`src/hw/rtl/sktis_pkg.sv`:
```
// types, codes and defaults shared by the sorted key table and its cells
`default_nettype none

package sktis_pkg;

  localparam int DEF_CAPACITY = 256;

  typedef enum logic [1:0] {
    KIND_INSERT = 2'd0,
    KIND_FIND   = 2'd1,
    KIND_CLEAR  = 2'd2,
    KIND_READ   = 2'd3
  } kind_t;

  typedef enum logic [1:0] {
    STATUS_OK    = 2'd0,
    STATUS_FULL  = 2'd1,
    STATUS_RANGE = 2'd2,
    STATUS_RSVD  = 2'd3
  } status_t;

  typedef struct packed {
    kind_t              kind;
    logic signed [15:0] key;
    logic [15:0]        payload;
    logic [7:0]         position;
  } in_item_t;

  typedef struct packed {
    logic [8:0]         index;
    logic signed [15:0] entry_key;
    logic [15:0]        entry_payload;
    logic [8:0]         count;
    status_t            status;
  } out_item_t;

  typedef struct packed {
    logic               cmp_en;
    logic               ins_en;
    logic signed [15:0] key;
    logic [15:0]        payload;
    logic [7:0]         position;
  } cell_cmd_t;

endpackage

`default_nettype wire

```
`src/hw/rtl/sktis_cell.sv`:
```
// one table slot: holds an entry, compares it with the query and shifts from its left neighbor
`default_nettype none

module sktis_cell #(
  parameter int IDX = 0,
  parameter int CW  = 9,
  parameter int PW  = 9
) (
  input  wire                      clk,
  input  wire                      rst_n,
  input  sktis_pkg::cell_cmd_t     cmd,
  input  wire  [CW-1:0]            count,
  input  wire  signed [15:0]       left_key,
  input  wire  [15:0]              left_pay,
  input  wire                      left_lt,
  output logic signed [15:0]       key_q,
  output logic [15:0]              pay_q,
  output logic                     lt_q,
  output logic                     hit,
  output logic signed [15:0]       rd_key,
  output logic [15:0]              rd_pay
);

  localparam logic [CW-1:0] MY_POS = CW'(IDX);
  localparam logic [PW-1:0] MY_RD  = PW'(IDX);

  logic signed [15:0] key_r;
  logic [15:0]        pay_r;
  logic               lt_r;
  logic               sel_r;

  // lower-bound flags and read select, registered in the compare step ahead of execution
  always_ff @(posedge clk) begin
    if (!rst_n) begin
      lt_r  <= 1'b0;
      sel_r <= 1'b0;
    end else if (cmd.cmp_en) begin
      lt_r  <= (MY_POS < count) && (key_r < cmd.key);
      sel_r <= (MY_RD == PW'(cmd.position));
    end
  end

  // slots past the bound take the left entry, the bound slot takes the new one
  always_ff @(posedge clk) begin
    if (cmd.ins_en && !lt_r) begin
      if (left_lt) begin
        key_r <= cmd.key;
        pay_r <= cmd.payload;
      end else begin
        key_r <= left_key;
        pay_r <= left_pay;
      end
    end
  end

  assign key_q  = key_r;
  assign pay_q  = pay_r;
  assign lt_q   = lt_r;
  assign hit    = left_lt && !lt_r;
  assign rd_key = sel_r ? key_r : 16'sd0;
  assign rd_pay = sel_r ? pay_r : 16'd0;

endmodule

`default_nettype wire

```
`config.mk`:
```
export PLATFORM = sky130hd
export DESIGN_NAME = sktis_cell
export DESIGN_NICKNAME = d
export VERILOG_FILES = /design/src/hw/rtl/sktis_pkg.sv /design/src/hw/rtl/sktis_cell.sv
export SDC_FILE = /design/constraint.sdc
export NUM_CORES = 1
export LEC_CHECK = 0
export BUFFER_PORTS_ARGS = -buffer_cell sky130_fd_sc_hd__buf_2
export CAP_MARGIN = 20
export CELL_PAD_IN_SITES_DETAIL_PLACEMENT = 1
export CELL_PAD_IN_SITES_GLOBAL_PLACEMENT = 1
export CORE_UTILIZATION = 31
export CTS_CLUSTER_DIAMETER = 200
export DETAILED_ROUTE_END_ITERATION = 6
export GPL_TIMING_DRIVEN = 0
export PLACE_DENSITY = 0.87
export SYNTH_ARGS = -nofsm -noshare
export SYNTH_HDL_FRONTEND = slang
export SYNTH_SLANG_ARGS = --single-unit
```
`constraint.sdc`:
```
create_clock -name clk -period 6.5 [get_ports clk]
set_input_delay 1.3 -clock clk [delete_from_list [all_inputs] [get_ports clk]]
set_output_delay 1.3 -clock clk [all_outputs]
set_load 0.01 [all_outputs]
```
==> summary.txt <==
status -> complete, no violations
chip width -> 83.7 um
critical path depth -> 4
Cell Chain, Critical Path -> clkbuf_1 > buf_2 > nor2b_1 > buf_2
most frequent cells in the layout -> buf_2, mux2_2, and2_1, edfxtp_1, inv_1
post-synthesis instance total -> 173
Critical-path top delay cell -> buf_2
synthesis warning total -> 0
Worst Path Arrival -> 2.20 ns
Vias/cell -> 4.68
P&R area growth vs syn -> 45.1%
# DRC -> 0
cts bufs inserted -> 5
unrepaired setup endpoints after global routing -> false
PortBufs -> 150
CTS hold repair buffers -> 0
antenna violations before repair -> 0
Boundary Pins -> 152
syn avg cell area -> 12.0 um^2
Total Nets Final -> 431
DR pass1 iterations -> 4
Via Count -> 1903
worst hold path type -> register to register
final hold violation count -> 0
first-pass GRT wire length -> 9650 um
critical path startpoint category -> input pin
Max Cap Viol -> 0
Setup crit end kind -> output port
grt total ovfl -> 0
clock skew -> 0.00600 ns
# Post-CTS Setup Buffers -> 0
GPL Wtd Cong -> 0.735
slowest stage delay, CP -> 0.34 ns
wire length per cell -> 14.3 um
Die H -> 83.7 um
Max Slew Vio Count -> 0
n_diodes -> 0
setup_tns -> 0 ns
Comb power frac -> 20.8%
Reg power frac -> 51.7%
Layout Cells excl Fill -> 407
CTS Sinks -> 34
final setup fails -> 0
Max Root-Sink Buffers -> 2
Crit path max-delay family -> buffers and inverters
CP Data Required Time -> 5.20 ns
Clock power frac -> 27.5%
Slew HR -> 38.0%
Core Rows -> 29
Switching Share -> 25.8%
register area share after synthesis -> 48.3%
Worst Hold Slack -> 0.576 ns
worst-margin pin slew -> 0.929 ns
Initial Utilization -> 32.4%
core area -> 6390 um^2
die area -> 7010 um^2
fraction of layout cells with a size suffix above 1 -> 59.4%
First DRT Iteration DRCs -> 27
min Tclk post-route -> 3.50 ns
NetSw -> 137 uW
period utilization -> 53.9%
clock root buffer -> clkbuf_8
Place WS -> 2.97 ns
DRT Wirelength -> 5800 um
synthesized flop and latch total -> 34
Net Count, Synth -> 274
placed insts -> 400
internal power -> 392 uW
Post-Synthesis Cell Area -> 2070 um^2
H-tree Lvls -> 2
post-cts resize count -> 0
CTS tree -> yes
Tot GR Track Use -> 17.5%
pin count of the biggest net entering global routing -> 33
clk slew on worst S/H paths -> 0.06 ns
HPWL Detailed -> 4820 um
Distinct cells, synth -> 27
cell mode on critical path -> buf_2
Setup WS post-layout -> 3.00 ns
Hold Path Cell Cnt -> 2
ANT nets after route -> 0
peak supply drop -> 0.0000859 V
WP buf/inv -> 3
clk_lat worst skew -> 0.28 ns
most common cell after layout, fill and taps aside -> buf_2
Reg2Reg Depth -> 5
LEAKAGE -> 0.00152 uW
crit path kind -> input pin to output port
Power Density -> 176 nW/um^2
Fmax -> 0.285 GHz
vias in the first global route -> 2109
CP Max Fanout -> 10
per-stage QoR:
| step | total power [uW] | instance area, um^2 | utilization (%) |
|---|---|---|---|
| 2_1_floorplan | 333 | 2070 | - |
| 3_3_place_gp | 385 | 2920 | 45.7 |
| 3_5_place_dp | 390 | 2930 | 45.8 |
| 4_1_cts | 540 | 3000 | 47.0 |
| 5_1_grt | 561 | 3000 | 47.0 |
| 6_report | 528 | 3000 | 47.0 |
final cells by class:
cell class	count	area, um^2
clock inverters	2	10.0
multi-input cells	114	980
plain buffers	7	30.0
fillers	757	3380
well taps	77	96.3
flip-flops and latches	34	1000
inverters	18	67.6
clock buffers	5	68.8
repair buffers	150	751
synthesized netlist by cell type:
cell type  number  area [um^2]
o31ai_1         1         7.51
and4b_2         1         11.3
a21boi_0        1         7.51
a32oi_1         1         8.76
mux2_2         32          360
nor4_1          3         18.8
nand2b_1        1         6.26
nor2_1          1         3.75
or3_1           1         6.26
o21a_1          2         15.0
o21ai_0         1         5.00
nand2_1         5         18.8
o2111ai_1       1         8.76
a2111oi_2       2         30.0
o22ai_1         1         6.26
a21oi_1         5         25.0
ha_1           15          188
nand3_1         2         10.0
buf_2           3         15.0
inv_1          18         67.6
nor2b_1         2         12.5
edfxtp_1       32          961
dfxtp_1         2         40.0
nor3_1          2         10.0
nand4_1         2         12.5
and2_1         32          200
clkbuf_1        4         15.0
metal layers:
metal	routed length, um	track usage [%]
met2	3120	33.6
met3	433	5.34
met1	2180	18.1
met5	0	0
met4	66	5.08
path summary, 6_finish.rpt:
path	startpoint	end	slack, ns
max	left_lt	hit	3.00
min	sel_r	sel_r	0.58
max reg2reg	key_q[13]	lt_q	4.66
min reg2reg	sel_r	sel_r	0.58
state kept, by name (all words and copies together), names as in the netlist:
name and cells:
pay_q 16, key_q 16, lt_q 1, sel_r 1
worst reg2reg max path, cell delays in order, from the launching register on:
cell and delay (ns):
edfxtp_1 0.42, ha_1 0.33, nand4_1 0.13, or3_1 0.45, a2111oi_2 0.29, o31ai_1 0.10
cell families after synthesis:
| kind of cell | synth area share, % |
|---|---|
| multiplexers | 17.4 |
| adder cells (fa/ha/maj) | 9.06 |
| flip-flops | 48.3 |
| buffers and inverters | 4.71 |
| AND/OR/NAND/NOR | 15.0 |
| AO/OA/AOI/OAI | 5.50 |
power by group through the flow:
stage / registers [uW] / clock network, uW / logic (uW)
global placement: 277 / 0 / 107
CTS: 273 / 154 / 113
floorplan: 285 / 0 / 47.6
finish: 273 / 145 / 110
global route: 276 / 162 / 123
detailed placement: 278 / 0 / 112
Power figures use the tool's default switching activity.
